==> config.mk <==
export PLATFORM = sky130hd
export DESIGN_NAME = ata_tf_exec
export DESIGN_NICKNAME = d
export VERILOG_FILES = /design/src/hw/rtl/ata_tf_pkg.sv /design/src/hw/rtl/ata_tf_exec.sv
export SDC_FILE = /design/constraint.sdc
export NUM_CORES = 2
export LEC_CHECK = 0
export ABC_AREA = 1
export BUFFER_PORTS_ARGS = -buffer_cell sky130_fd_sc_hd__buf_4
export CAP_MARGIN = 5
export CELL_PAD_IN_SITES_DETAIL_PLACEMENT = 0
export CELL_PAD_IN_SITES_GLOBAL_PLACEMENT = 1
export CORE_ASPECT_RATIO = 0.9
export CORE_UTILIZATION = 46
export DETAILED_ROUTE_END_ITERATION = 6
export PLACE_DENSITY_LB_ADDON = 0.1
export SLEW_MARGIN = 20
export SYNTH_ARGS = -nofsm -noshare
export SYNTH_HDL_FRONTEND = slang
export SYNTH_SLANG_ARGS = --single-unit
==> constraint.sdc <==
create_clock -name aclk -period 20.1 [get_ports aclk]
set_input_delay 3.015 -clock aclk [delete_from_list [all_inputs] [get_ports aclk]]
set_output_delay 3.015 -clock aclk [all_outputs]
set_load 0.01 [all_outputs]
==> src/hw/rtl/ata_tf_pkg.sv <==
package ata_tf_pkg;

    // Codes carried in tuser on the request channel.
    localparam logic [2:0] IN_REG_RD = 3'd0;
    localparam logic [2:0] IN_REG_WR = 3'd1;
    localparam logic [2:0] IN_FILL   = 3'd2;
    localparam logic [2:0] IN_FETCH  = 3'd3;
    localparam logic [2:0] IN_DONE   = 3'd4;

    // Taskfile register indexes.
    localparam logic [3:0] RI_ALT     = 4'd0;
    localparam logic [3:0] RI_DATA    = 4'd1;
    localparam logic [3:0] RI_ERR     = 4'd2;
    localparam logic [3:0] RI_COUNT   = 4'd3;
    localparam logic [3:0] RI_LBA_LO  = 4'd4;
    localparam logic [3:0] RI_LBA_MID = 4'd5;
    localparam logic [3:0] RI_LBA_HI  = 4'd6;
    localparam logic [3:0] RI_DEV     = 4'd7;
    localparam logic [3:0] RI_STATUS  = 4'd8;

    // ATA command opcodes.
    localparam logic [7:0] CMD_IDENTIFY  = 8'hEC;
    localparam logic [7:0] CMD_READ      = 8'h20;
    localparam logic [7:0] CMD_READ_EXT  = 8'h24;
    localparam logic [7:0] CMD_WRITE     = 8'h30;
    localparam logic [7:0] CMD_WRITE_EXT = 8'h34;
    localparam logic [7:0] CMD_DMA_RD    = 8'hC8;
    localparam logic [7:0] CMD_DMA_WR    = 8'hCA;
    localparam logic [7:0] CMD_DMA_RD_X  = 8'h25;
    localparam logic [7:0] CMD_DMA_WR_X  = 8'h35;
    localparam logic [7:0] CMD_FLUSH     = 8'hE7;
    localparam logic [7:0] CMD_FLUSH_EXT = 8'hEA;
    localparam logic [7:0] CMD_SET_FEAT  = 8'hEF;

    // Status and error values.
    localparam logic [7:0] ST_IDLE   = 8'h50;
    localparam logic [7:0] ST_DRQ    = 8'h58;
    localparam logic [7:0] ST_BUSY   = 8'hD0;
    localparam logic [7:0] ST_ABORT  = 8'h41;
    localparam logic [7:0] ERR_ABORT = 8'h04;
    localparam logic [7:0] ERR_DIAG  = 8'h01;
    localparam logic [7:0] DEV_RESET = 8'hA0;
    localparam int         SRST_BIT  = 2;

    // Outstanding media operation.
    localparam logic [1:0] PEND_NONE  = 2'd0;
    localparam logic [1:0] PEND_READ  = 2'd1;
    localparam logic [1:0] PEND_WRITE = 2'd2;

    typedef enum logic [2:0] {
        OP_NOP,
        OP_REG_RD,
        OP_REG_WR,
        OP_DATA_RD,
        OP_DATA_WR,
        OP_FILL,
        OP_FETCH,
        OP_DONE
    } op_t;

    typedef struct packed {
        op_t         op;
        logic [3:0]  reg_index;
        logic [2:0]  nbytes;
        logic [31:0] wdata;
        logic [6:0]  word_index;
        logic        media_ok;
    } req_t;

    // Byte lanes covered by an access of n bytes, n at most four.
    function automatic logic [3:0] nb_mask(input logic [2:0] n);
        logic [3:0] m;
        unique case (n)
            3'd0:    m = 4'b0000;
            3'd1:    m = 4'b0001;
            3'd2:    m = 4'b0011;
            3'd3:    m = 4'b0111;
            default: m = 4'b1111;
        endcase
        return m;
    endfunction

    // One 16-bit word of the identify page; text is stored high character first.
    function automatic logic [15:0] ident_half(input logic [6:0] i, input logic [47:0] cap);
        logic [27:0] c28;
        logic [15:0] h;
        c28 = (cap < 48'h0FFF_FFFF) ? cap[27:0] : 28'hFFF_FFFF;
        case (i)
            7'd0:   h = 16'h0040;
            7'd1:   h = 16'h3FFF;
            7'd3:   h = 16'h0010;
            7'd6:   h = 16'h003F;
            7'd10:  h = 16'h5245;
            7'd11:  h = 16'h4644;
            7'd12:  h = 16'h4953;
            7'd13:  h = 16'h4B2D;
            7'd14:  h = 16'h3030;
            7'd15:  h = 16'h3031;
            7'd16, 7'd17, 7'd18, 7'd19: h = 16'h2020;
            7'd23:  h = 16'h312E;
            7'd24:  h = 16'h3030;
            7'd25, 7'd26: h = 16'h2020;
            7'd27:  h = 16'h4154;
            7'd28:  h = 16'h4120;
            7'd29:  h = 16'h5245;
            7'd30:  h = 16'h4645;
            7'd31:  h = 16'h5245;
            7'd32:  h = 16'h4E43;
            7'd33:  h = 16'h4520;
            7'd34:  h = 16'h4449;
            7'd35:  h = 16'h534B;
            7'd36, 7'd37, 7'd38, 7'd39, 7'd40, 7'd41,
            7'd42, 7'd43, 7'd44, 7'd45, 7'd46: h = 16'h2020;
            7'd47:  h = 16'h8001;
            7'd49:  h = 16'h0200;
            7'd50:  h = 16'h4000;
            7'd53:  h = 16'h0007;
            7'd59:  h = 16'h0101;
            7'd60:  h = c28[15:0];
            7'd61:  h = {4'h0, c28[27:16]};
            7'd63:  h = 16'h0007;
            7'd64:  h = 16'h0003;
            7'd80:  h = 16'h007E;
            7'd82:  h = 16'h0020;
            7'd83:  h = 16'h4400;
            7'd84:  h = 16'h4000;
            7'd86:  h = 16'h0400;
            7'd87:  h = 16'h4000;
            7'd88:  h = 16'h0007;
            7'd100: h = cap[15:0];
            7'd101: h = cap[31:16];
            7'd102: h = cap[47:32];
            default: h = 16'h0000;
        endcase
        return h;
    endfunction

    // One 32-bit buffer word of the identify page, for buffer words below 64.
    function automatic logic [31:0] ident_word(input logic [5:0] k, input logic [47:0] cap);
        return {ident_half({k, 1'b1}, cap), ident_half({k, 1'b0}, cap)};
    endfunction

endpackage

==> src/hw/rtl/ata_tf_exec.sv <==
module ata_tf_exec
    import ata_tf_pkg::*;
#(
    parameter int SECTOR_BYTES = 512
) (
    input  logic                      aclk,
    input  logic                      aresetn,
    input  logic                      cfg_we,
    input  logic                      cfg_index,
    input  logic [47:0]               cfg_wdata,
    input  logic                      q_valid,
    output logic                      q_ready,
    input  req_t                      q_data,
    output logic                      buf_rd_en,
    output logic [$clog2(SECTOR_BYTES/8)-1:0] buf_row_even,
    output logic [$clog2(SECTOR_BYTES/8)-1:0] buf_row_odd,
    output logic [3:0]                buf_we_even,
    output logic [3:0]                buf_we_odd,
    output logic [31:0]               buf_wd_even,
    output logic [31:0]               buf_wd_odd,
    input  logic [31:0]               buf_rq_even,
    input  logic [31:0]               buf_rq_odd,
    output logic                      m_tvalid,
    input  logic                      m_tready,
    output logic [87:0]               m_tdata
);

    localparam int WORDS = SECTOR_BYTES / 4;
    localparam int RW    = $clog2(SECTOR_BYTES / 8);
    localparam int WW    = RW + 1;
    localparam int PW    = $clog2(SECTOR_BYTES + 1);

    // Configuration.
    logic [47:0] sc_reg;
    logic        wp_reg;

    // Taskfile and transfer state.
    logic [15:0]      cp_reg, cp_next;
    logic [47:0]      lba_reg, lba_next;
    logic [7:0]       dev_reg, dev_next;
    logic [7:0]       st_reg, st_next;
    logic [7:0]       err_reg, err_next;
    logic [PW-1:0]    pos_reg, pos_next;
    logic             bv_reg, bv_next;
    logic             bw_reg, bw_next;
    logic [47:0]      cur_reg, cur_next;
    logic [16:0]      rem_reg, rem_next;
    logic             intr_reg, intr_next;
    logic [1:0]       pend_reg, pend_next;
    logic [47:0]      cap_reg, cap_next;
    // A set bit means the buffer RAM holds the word; a clear bit means the
    // word still shows the identify page.
    logic [WORDS-1:0] ovr_reg, ovr_next;

    // Result stage.
    logic        res_valid_reg;
    logic [31:0] res_rdata_reg, res_rdata_next;
    logic        res_mem_reg, res_mem_next;
    logic [1:0]  res_off_reg, res_off_next;
    logic [2:0]  res_n_reg, res_n_next;
    logic        res_sel_reg;
    logic        res_olo_reg, res_ohi_reg;
    logic [31:0] res_idlo_reg, res_idhi_reg;
    logic        res_intr_reg;
    logic [1:0]  res_req_reg, res_req_next;
    logic [47:0] res_lba_reg, res_lba_next;

    logic          fire;
    logic          word_op;
    logic [WW-1:0] ww, w1;
    logic [1:0]    off;
    logic [PW-1:0] avail;
    logic [2:0]    n;
    logic [31:0]   id_lo, id_hi;
    logic [7:0]    be8;
    logic [63:0]   d64;
    logic [3:0]    be_lo, be_hi, we_lo, we_hi;
    logic [31:0]   wd_lo, wd_hi;
    logic [47:0]   lba_cmd;
    logic [16:0]   cnt_cmd;
    logic          ext;
    logic          do_abort, do_rd_issue, do_wr_issue;
    logic [7:0]    cbyte;

    assign fire    = q_valid && (!res_valid_reg || m_tready);
    assign q_ready = fire;

    assign word_op = (q_data.op == OP_FILL) || (q_data.op == OP_FETCH);
    assign ww      = word_op ? WW'(q_data.word_index) : pos_reg[2 +: WW];
    assign w1      = ww + 1'b1;
    assign off     = word_op ? 2'd0 : pos_reg[1:0];
    assign avail   = PW'(SECTOR_BYTES) - pos_reg;
    assign n       = (PW'(q_data.nbytes) > avail) ? avail[2:0] : q_data.nbytes;
    assign id_lo   = ((ww >> 6) == '0) ? ident_word(ww[5:0], cap_reg) : 32'h0;
    assign id_hi   = ((w1 >> 6) == '0) ? ident_word(w1[5:0], cap_reg) : 32'h0;
    assign be8     = 8'({4'h0, nb_mask(n)} << off);
    assign d64     = 64'(q_data.wdata) << {off, 3'b000};
    assign be_lo   = be8[3:0];
    assign be_hi   = be8[7:4];
    assign cbyte   = q_data.wdata[7:0];
    assign ext     = (cbyte == CMD_READ_EXT) || (cbyte == CMD_WRITE_EXT) ||
                     (cbyte == CMD_DMA_RD_X) || (cbyte == CMD_DMA_WR_X);
    assign lba_cmd = ext ? lba_reg : {20'h0, dev_reg[3:0], lba_reg[23:0]};
    assign cnt_cmd = ext ? ((cp_reg == 16'h0) ? 17'h10000 : {1'b0, cp_reg})
                         : ((cp_reg[7:0] == 8'h0) ? 17'h00100 : {9'h0, cp_reg[7:0]});

    // A partial write into a word that still shows the identify page fills
    // the untouched bytes from the page so the whole word becomes real.
    always_comb begin
        for (int b = 0; b < 4; b++) begin
            wd_lo[8*b +: 8] = be_lo[b] ? d64[8*b +: 8] : id_lo[8*b +: 8];
            wd_hi[8*b +: 8] = be_hi[b] ? d64[32 + 8*b +: 8] : id_hi[8*b +: 8];
        end
        we_lo = (ovr_reg[ww] || be_lo == 4'h0) ? be_lo : 4'hF;
        we_hi = (ovr_reg[w1] || be_hi == 4'h0) ? be_hi : 4'hF;
    end

    assign buf_row_odd  = ww[WW-1:1];
    assign buf_row_even = ww[0] ? w1[WW-1:1] : ww[WW-1:1];

    always_comb begin
        cp_next   = cp_reg;
        lba_next  = lba_reg;
        dev_next  = dev_reg;
        st_next   = st_reg;
        err_next  = err_reg;
        pos_next  = pos_reg;
        bv_next   = bv_reg;
        bw_next   = bw_reg;
        cur_next  = cur_reg;
        rem_next  = rem_reg;
        intr_next = intr_reg;
        pend_next = pend_reg;
        cap_next  = cap_reg;
        ovr_next  = ovr_reg;
        res_rdata_next = 32'h0;
        res_mem_next   = 1'b0;
        res_off_next   = off;
        res_n_next     = 3'd0;
        res_req_next   = PEND_NONE;
        res_lba_next   = 48'h0;
        buf_rd_en   = 1'b0;
        buf_we_even = 4'h0;
        buf_we_odd  = 4'h0;
        buf_wd_even = ww[0] ? wd_hi : wd_lo;
        buf_wd_odd  = ww[0] ? wd_lo : wd_hi;
        do_abort    = 1'b0;
        do_rd_issue = 1'b0;
        do_wr_issue = 1'b0;

        if (fire) begin
            unique case (q_data.op)
                OP_NOP: begin
                end
                OP_REG_RD: begin
                    unique case (q_data.reg_index)
                        RI_ALT:     res_rdata_next = {24'h0, st_reg};
                        RI_ERR:     res_rdata_next = {24'h0, err_reg};
                        RI_COUNT:   res_rdata_next = {24'h0, cp_reg[7:0]};
                        RI_LBA_LO:  res_rdata_next = {24'h0, lba_reg[7:0]};
                        RI_LBA_MID: res_rdata_next = {24'h0, lba_reg[15:8]};
                        RI_LBA_HI:  res_rdata_next = {24'h0, lba_reg[23:16]};
                        RI_DEV:     res_rdata_next = {24'h0, dev_reg};
                        RI_STATUS: begin
                            res_rdata_next = {24'h0, st_reg};
                            intr_next      = 1'b0;
                        end
                        default:    res_rdata_next = 32'h0;
                    endcase
                end
                OP_DATA_RD: begin
                    if (bv_reg && !bw_reg) begin
                        res_mem_next = 1'b1;
                        res_n_next   = n;
                        buf_rd_en    = 1'b1;
                        pos_next     = pos_reg + PW'(n);
                        do_rd_issue  = (pos_next >= PW'(SECTOR_BYTES));
                    end
                end
                OP_DATA_WR: begin
                    if (bv_reg && bw_reg) begin
                        buf_we_even = ww[0] ? we_hi : we_lo;
                        buf_we_odd  = ww[0] ? we_lo : we_hi;
                        if (be_lo != 4'h0) begin
                            ovr_next[ww] = 1'b1;
                        end
                        if (be_hi != 4'h0) begin
                            ovr_next[w1] = 1'b1;
                        end
                        pos_next    = pos_reg + PW'(n);
                        do_wr_issue = (pos_next >= PW'(SECTOR_BYTES));
                    end
                end
                OP_REG_WR: begin
                    unique case (q_data.reg_index)
                        RI_ALT: begin
                            if (q_data.wdata[SRST_BIT]) begin
                                st_next   = ST_IDLE;
                                err_next  = ERR_DIAG;
                                bv_next   = 1'b0;
                                rem_next  = 17'h0;
                                pend_next = PEND_NONE;
                            end
                        end
                        RI_COUNT:   cp_next = {cp_reg[7:0], cbyte};
                        RI_LBA_LO:  lba_next = {lba_reg[47:32], lba_reg[7:0],
                                                lba_reg[23:8], cbyte};
                        RI_LBA_MID: lba_next = {lba_reg[47:40], lba_reg[15:8],
                                                lba_reg[31:24], lba_reg[23:16],
                                                cbyte, lba_reg[7:0]};
                        RI_LBA_HI:  lba_next = {lba_reg[23:16], lba_reg[39:24],
                                                cbyte, lba_reg[15:0]};
                        RI_DEV:     dev_next = cbyte;
                        RI_STATUS: begin
                            if (pend_reg == PEND_NONE) begin
                                err_next = 8'h00;
                                priority case (cbyte)
                                    CMD_IDENTIFY: begin
                                        ovr_next  = '0;
                                        cap_next  = sc_reg;
                                        pos_next  = '0;
                                        bv_next   = 1'b1;
                                        bw_next   = 1'b0;
                                        rem_next  = 17'h0;
                                        st_next   = ST_DRQ;
                                        intr_next = 1'b1;
                                    end
                                    CMD_READ, CMD_READ_EXT: begin
                                        cur_next    = lba_cmd;
                                        rem_next    = cnt_cmd;
                                        do_rd_issue = 1'b1;
                                    end
                                    CMD_WRITE, CMD_WRITE_EXT: begin
                                        cur_next = lba_cmd;
                                        rem_next = cnt_cmd;
                                        pos_next = '0;
                                        bv_next  = 1'b1;
                                        bw_next  = 1'b1;
                                        st_next  = ST_DRQ;
                                    end
                                    CMD_DMA_RD, CMD_DMA_WR, CMD_DMA_RD_X, CMD_DMA_WR_X: begin
                                        cur_next = lba_cmd;
                                        rem_next = cnt_cmd;
                                        st_next  = ST_IDLE;
                                        bv_next  = 1'b0;
                                    end
                                    CMD_FLUSH, CMD_FLUSH_EXT, CMD_SET_FEAT: begin
                                        st_next   = ST_IDLE;
                                        intr_next = 1'b1;
                                    end
                                    default: do_abort = 1'b1;
                                endcase
                            end
                        end
                        default: begin
                        end
                    endcase
                end
                OP_FILL: begin
                    if (pend_reg == PEND_READ && 32'(q_data.word_index) < WORDS) begin
                        buf_wd_even  = q_data.wdata;
                        buf_wd_odd   = q_data.wdata;
                        buf_we_even  = ww[0] ? 4'h0 : 4'hF;
                        buf_we_odd   = ww[0] ? 4'hF : 4'h0;
                        ovr_next[ww] = 1'b1;
                    end
                end
                OP_FETCH: begin
                    if (32'(q_data.word_index) < WORDS) begin
                        res_mem_next = 1'b1;
                        res_n_next   = 3'd4;
                        buf_rd_en    = 1'b1;
                    end
                end
                OP_DONE: begin
                    if (pend_reg != PEND_NONE) begin
                        pend_next = PEND_NONE;
                        if (!q_data.media_ok) begin
                            do_abort = 1'b1;
                        end else begin
                            cur_next  = cur_reg + 48'h1;
                            rem_next  = rem_reg - 17'h1;
                            pos_next  = '0;
                            intr_next = 1'b1;
                            if (pend_reg == PEND_READ) begin
                                bv_next = 1'b1;
                                bw_next = 1'b0;
                                st_next = ST_DRQ;
                            end else if (rem_next == 17'h0) begin
                                bv_next = 1'b0;
                                bw_next = 1'b0;
                                st_next = ST_IDLE;
                            end else begin
                                bv_next = 1'b1;
                                bw_next = 1'b1;
                                st_next = ST_DRQ;
                            end
                        end
                    end
                end
            endcase
        end

        // Start the next sector of a PIO read, finish the command, or abort past the last sector.
        if (do_rd_issue) begin
            if (rem_next == 17'h0) begin
                st_next = ST_IDLE;
                bv_next = 1'b0;
            end else if (cur_next >= sc_reg) begin
                do_abort = 1'b1;
            end else begin
                pend_next    = PEND_READ;
                st_next      = ST_BUSY;
                bv_next      = 1'b0;
                bw_next      = 1'b0;
                res_req_next = PEND_READ;
                res_lba_next = cur_next;
            end
        end

        // A full buffer from the host goes out to the media, or aborts if write protected or past the last sector.
        if (do_wr_issue) begin
            if (wp_reg || cur_reg >= sc_reg) begin
                do_abort = 1'b1;
            end else begin
                pend_next    = PEND_WRITE;
                st_next      = ST_BUSY;
                bv_next      = 1'b0;
                bw_next      = 1'b1;
                res_req_next = PEND_WRITE;
                res_lba_next = cur_reg;
            end
        end

        if (do_abort) begin
            st_next      = ST_ABORT;
            err_next     = ERR_ABORT;
            bv_next      = 1'b0;
            pend_next    = PEND_NONE;
            intr_next    = 1'b1;
            res_req_next = PEND_NONE;
            res_lba_next = 48'h0;
        end
    end

    always_ff @(posedge aclk) begin
        if (!aresetn) begin
            sc_reg        <= 48'h0;
            wp_reg        <= 1'b0;
            cp_reg        <= 16'h0;
            lba_reg       <= 48'h0;
            dev_reg       <= DEV_RESET;
            st_reg        <= ST_IDLE;
            err_reg       <= 8'h00;
            pos_reg       <= '0;
            bv_reg        <= 1'b0;
            bw_reg        <= 1'b0;
            cur_reg       <= 48'h0;
            rem_reg       <= 17'h0;
            intr_reg      <= 1'b0;
            pend_reg      <= PEND_NONE;
            ovr_reg       <= '1;
            res_valid_reg <= 1'b0;
        end else begin
            if (cfg_we) begin
                if (cfg_index) begin
                    wp_reg <= cfg_wdata[0];
                end else begin
                    sc_reg <= cfg_wdata;
                end
            end
            cp_reg   <= cp_next;
            lba_reg  <= lba_next;
            dev_reg  <= dev_next;
            st_reg   <= st_next;
            err_reg  <= err_next;
            pos_reg  <= pos_next;
            bv_reg   <= bv_next;
            bw_reg   <= bw_next;
            cur_reg  <= cur_next;
            rem_reg  <= rem_next;
            intr_reg <= intr_next;
            pend_reg <= pend_next;
            ovr_reg  <= ovr_next;
            if (fire) begin
                res_valid_reg <= 1'b1;
            end else if (m_tready) begin
                res_valid_reg <= 1'b0;
            end
        end
    end

    always_ff @(posedge aclk) begin
        cap_reg <= cap_next;
        if (fire) begin
            res_rdata_reg <= res_rdata_next;
            res_mem_reg   <= res_mem_next;
            res_off_reg   <= res_off_next;
            res_n_reg     <= res_n_next;
            res_sel_reg   <= ww[0];
            res_olo_reg   <= ovr_reg[ww];
            res_ohi_reg   <= ovr_reg[w1];
            res_idlo_reg  <= id_lo;
            res_idhi_reg  <= id_hi;
            res_intr_reg  <= intr_next;
            res_req_reg   <= res_req_next;
            res_lba_reg   <= res_lba_next;
        end
    end

    logic [31:0] lo_q, hi_q, lo_w, hi_w, lane_mask, rdata;
    logic [63:0] cat;
    logic [3:0]  rm4;

    always_comb begin
        lo_q = res_sel_reg ? buf_rq_odd : buf_rq_even;
        hi_q = res_sel_reg ? buf_rq_even : buf_rq_odd;
        lo_w = res_olo_reg ? lo_q : res_idlo_reg;
        hi_w = res_ohi_reg ? hi_q : res_idhi_reg;
        cat  = {hi_w, lo_w} >> {res_off_reg, 3'b000};
        rm4  = nb_mask(res_n_reg);
        for (int b = 0; b < 4; b++) begin
            lane_mask[8*b +: 8] = {8{rm4[b]}};
        end
        rdata = res_mem_reg ? (cat[31:0] & lane_mask) : res_rdata_reg;
    end

    assign m_tvalid = res_valid_reg;
    assign m_tdata  = {5'h0, res_lba_reg, res_req_reg, res_intr_reg, rdata};

    a_busy_while_pending: assert property (@(posedge aclk) disable iff (!aresetn)
        pend_reg != PEND_NONE |-> st_reg == ST_BUSY)
        else $error("media pending without BSY status");

    a_no_pio_while_pending: assert property (@(posedge aclk) disable iff (!aresetn)
        pend_reg != PEND_NONE |-> !bv_reg)
        else $error("PIO buffer open while media pending");

    a_pos_in_buffer: assert property (@(posedge aclk) disable iff (!aresetn)
        pos_reg <= PW'(SECTOR_BYTES))
        else $error("buffer position beyond sector");

    a_request_sets_pending: assert property (@(posedge aclk) disable iff (!aresetn)
        fire && res_req_next != PEND_NONE |=> pend_reg == res_req_reg)
        else $error("media request issued without matching pending state");

endmodule

==> metrics.md <==
| Metric | Value |
|---|---|
| P&R area growth vs syn | `12.82%` |
| Vias per inst | `between 6 and 7` |
| Worst R2R Setup Slack | `roughly 13000 ps` |
| Status | `complete, no violations` |
| Slew margin rel. | `0.1292` |
| Slew @ Worst Pin | `1301 ps` |
| CTS hold repair buffers | `0` |
| Drt wl/cell | `~24 um` |
| RePlAce Congestion | `~1.1` |
| Worst hold-check path type | `flop to flop` |
| Final instance area | `between 40000 and 50000 sq um` |
| Largest family of logic cells by synthesized area | `simple AND/OR/NAND/NOR gates` |
| Vias | `approximately 47000` |
| Crit path to | `buf_we_odd[2]` |
| Post-CTS sizing | `0` |
| CP endpoint kind | `output pin` |
| Setup bufs post-CTS | `0` |
| CP Class | `primary input to output pin` |
| Max Cap Viol | `0` |
| Final period utilization | `0.6163` |
| Worst reg2reg path endpoint | `res_lba_reg[22]` |
| Share of layout cells above drive strength 1 | `0.1027` |
| Worst Path Arrival | `9370 ps` |
| Fill cell count | `between 8000 and 9000` |
| Post-synth EDFFs | `around 170` |
| Die width | `between 300 and 400 um` |
| Buf/Inv on CP | `6` |
| PwrDens | `roughly 72 nW/um^2` |
| Grt ovf | `0` |
| CP Launch Point | `q_data[49]` |
| Starting Density | `0.4679` |
| Port Buffers | `about 340` |
| Largest net degree at the start of global routing | `~110` |
| Worst R2R Path Depth | `23` |
| Synthesized area per cell | `6.162 sq um` |
| Total GRT Usage | `0.4117` |
| Synth Instances | `about 6500` |
| Share of flip-flops with an asynchronous set or reset | `0` |
| Metal3 WL | `22.98 mm` |
| Compound-Gate Fraction of Synth Area | `0.2012` |
| Post-Synth XOR/XNOR Area | `0.005911` |
| Fmax | `about 0.081 GHz` |
| Final Util | `0.5279` |
| Period minus WS final | `~12000 ps` |
| Num CTS Buffers | `just under 60` |
| Critical path launch point type | `primary input` |
| Final max-slew violation count | `0` |
| Final setup vio count | `0` |
| Die area | `around 90000 sq um` |
| Multiplexer area fraction after synthesis | `0.002012` |
| Synth unique cells | `about 70` |
| 1st-pass router iterations | `6` |
| Most common flop cell mapped by yosys | `dfxtp_1` |
| TritonCTS clock tree | `yes` |
| DR WL met2 | `~77 mm` |
| Final ANT Viol Nets | `0` |
| Cell Area, Placed | `42820 sq um` |
| Skew-Pair Late Insertion Delay | `between 700 and 800 ps` |
| Total power | `roughly 0.0032 W` |
| # rows | `about 100` |
| Largest register FFs | `approximately 130` |
| Routed Wire Length | `around 190 mm` |
| Root Buffer | `clkbuf_16` |
| Height of the die | `281.0 um` |
| Final nets | `6829` |
| Final worst setup slack | `~7700 ps` |
| Initial DRC count | `approximately 7000` |
| Setup TNS | `0 ps` |
| Reg-to-Reg Start | `pend_reg[1]` |
| Multi-input logic area | `23820 sq um` |
| Sequential fraction of the synthesis area | `0.3008` |
| Maximum VDD drop | `between 0.09 and 0.1 mV` |
| RSZ-0062 raised after global routing | `no` |
| Largest delay share family, worst path | `simple AND/OR/NAND/NOR gates` |
| Final hold vios | `0` |
| Final clock skew | `approximately 53 ps` |
| Met1 Wirelength | `slightly below 80 mm` |
| Ys Warns | `0` |
| Number of synthesized register bits | `a little over 500` |
| Mapped Area | `between 30000 and 40000 sq um` |
| CTS sink cnt | `a little over 500` |
| Crit-path most repeated cell | `nand2_1` |
| CP Depth | `26` |
| Top-area cell type share of the netlist area | `0.1710` |
| Hpwl dp | `between 100 and 150 mm` |
| DP Worst Slack | `~8000 ps` |
| Clock buffer depth | `3` |
| Leakage Power | `21.38 nW` |
| Clock transition at the registers of the reported paths | `~60 ps` |
| CTS HTree Levels | `2` |
| CP required | `between 15000 and 20000 ps` |
| Synth top area cells | `dfxtp_1 (17%), nand2_1 (17%), edfxtp_1 (13%)` |
| Sequential Area | `11970 sq um` |
| Initial antenna violation count | `9` |
| Critical Path Slowest Stage Cell | `nand2_2` |
| Drt drc | `0` |
| Synth Area in Adders | `0.03540` |
| Area leader, netlist | `dfxtp_1` |
| Total I/O pin count | `roughly 340` |
| Top Layer Used | `met5` |
| Number of global-route vias before repair | `41448` |
| First-pass GRT wire length | `between 200 and 300 mm` |
| Total core area | `about 85000 sq um` |
| Post-Synth Simple-Gate Area | `0.3506` |
| CP Max Fanout | `between 60 and 70` |
| CP max stage delay | `approximately 700 ps` |
## per-stage QoR
stage | hold WS [ps] | std cells
6_report | 431.2 | 7738
5_1_grt | 446.1 | 7733
4_1_cts | 430.6 | 7732
3_5_place_dp | 415.1 | 7622
3_3_place_gp | 412.5 | 7622
2_1_floorplan | 408.2 | 6462
## final cells by class
| cell class | count | share of cell area |
|---|---|---|
| Sequential cell | 512 | 0.2666 |
| Timing Repair Buffer | 421 | 0.07048 |
| Clock inverter | 47 | 0.01207 |
| Clock buffer | 63 | 0.03341 |
| Tap cell | 1133 | 0.03157 |
| Inverter | 656 | 0.05509 |
| Antenna cell | 6 | 0.0003344 |
| Multi-Input combinational cell | 4900 | 0.5304 |
## logic make-up (layout without fill, tap and decap cells)
| group | count (synthesis) | count (layout) |
|---|---|---|
| simple gates | 3293 | 3293 |
| compound gates | 1456 | 1456 |
| buf+inv | 1050 | 1187 |
| flops | 512 | 512 |
| fa+ha+maj | 112 | 112 |
| xor+xnor | 26 | 26 |
| mux | 8 | 8 |
| other cells | 1 | 11 |
## per-layer routing
metal,vias up,global-route usage
met5,-,0
met4,6,0.1921
met3,443,0.09194
met2,3054,0.5900
met1,21700,0.5817
li1,21760,-
## Yosys cell counts, types with 11 or more instances
cell type	n
o21ai_0	505
clkbuf_1	270
a22oi_1	22
o21ai_2	11
nand2_2	19
inv_2	35
xor2_1	21
a21oi_1	553
nand2_1	1796
ha_1	111
nand4_1	69
inv_1	609
a211oi_1	21
dfxtp_1	340
nor2_1	508
buf_4	18
nor3_1	60
edfxtp_1	172
o221ai_1	11
buf_1	34
o21ai_1	114
o211ai_1	50
clkinv_1	12
o22ai_1	48
nor4_1	24
buf_2	65
a31oi_1	41
nand3_1	746
nor2_2	22
or2_2	13
o2111ai_1	16
## report_power, final
part,switching (W),total [W],internal (W),leakage [nW]
sequential,0.0000428,0.00116,0.00112,4.46
clock,0.000537,0.00117,0.000633,0.975
combinational,0.000631,0.000904,0.000273,15.9
total,0.00121,0.00323,0.00202,21.4
## worst min path at each step
| stage | start | end | slack [ps] | cells past startpoint |
|---|---|---|---|---|
| 6_report | sc_reg[32] | cap_reg[32] | 430 | 0 |
| 3_5_place_dp | sc_reg[30] | cap_reg[30] | 420 | 0 |
| 2_1_floorplan | sc_reg[10] | cap_reg[10] | 410 | 0 |
| 4_1_cts | sc_reg[30] | cap_reg[30] | 430 | 0 |
| 5_1_grt | sc_reg[20] | cap_reg[20] | 450 | 0 |
| 3_3_place_gp | sc_reg[24] | cap_reg[24] | 410 | 0 |
## cells in the final DEF, fill, tap and decap left out, types with 10 or more instances in the layout
| cell type | Yosys | final |
|---|---|---|
| a211oi_1 | 21 | 21 |
| a21oi_1 | 553 | 552 |
| a22oi_1 | 22 | 22 |
| a31oi_1 | 41 | 41 |
| buf_4 | 18 | 420 |
| clkbuf_16 | 0 | 58 |
| clkinv_1 | 12 | 16 |
| dfxtp_1 | 340 | 340 |
| edfxtp_1 | 172 | 172 |
| ha_1 | 111 | 111 |
| inv_1 | 609 | 603 |
| inv_2 | 35 | 35 |
| inv_6 | 0 | 12 |
| nand2_1 | 1796 | 1795 |
| nand2_2 | 19 | 20 |
| nand3_1 | 746 | 745 |
| nand4_1 | 69 | 69 |
| nor2_1 | 508 | 500 |
| nor2_2 | 22 | 29 |
| nor3_1 | 60 | 56 |
| nor4_1 | 24 | 24 |
| o2111ai_1 | 16 | 16 |
| o211ai_1 | 50 | 50 |
| o21a_1 | 10 | 10 |
| o21ai_0 | 505 | 504 |
| o21ai_1 | 114 | 113 |
| o221ai_1 | 11 | 11 |
| o22ai_1 | 48 | 48 |
| or2_2 | 13 | 13 |
| xor2_1 | 21 | 20 |
No activity file was read; power rests on OpenSTA's default activity.
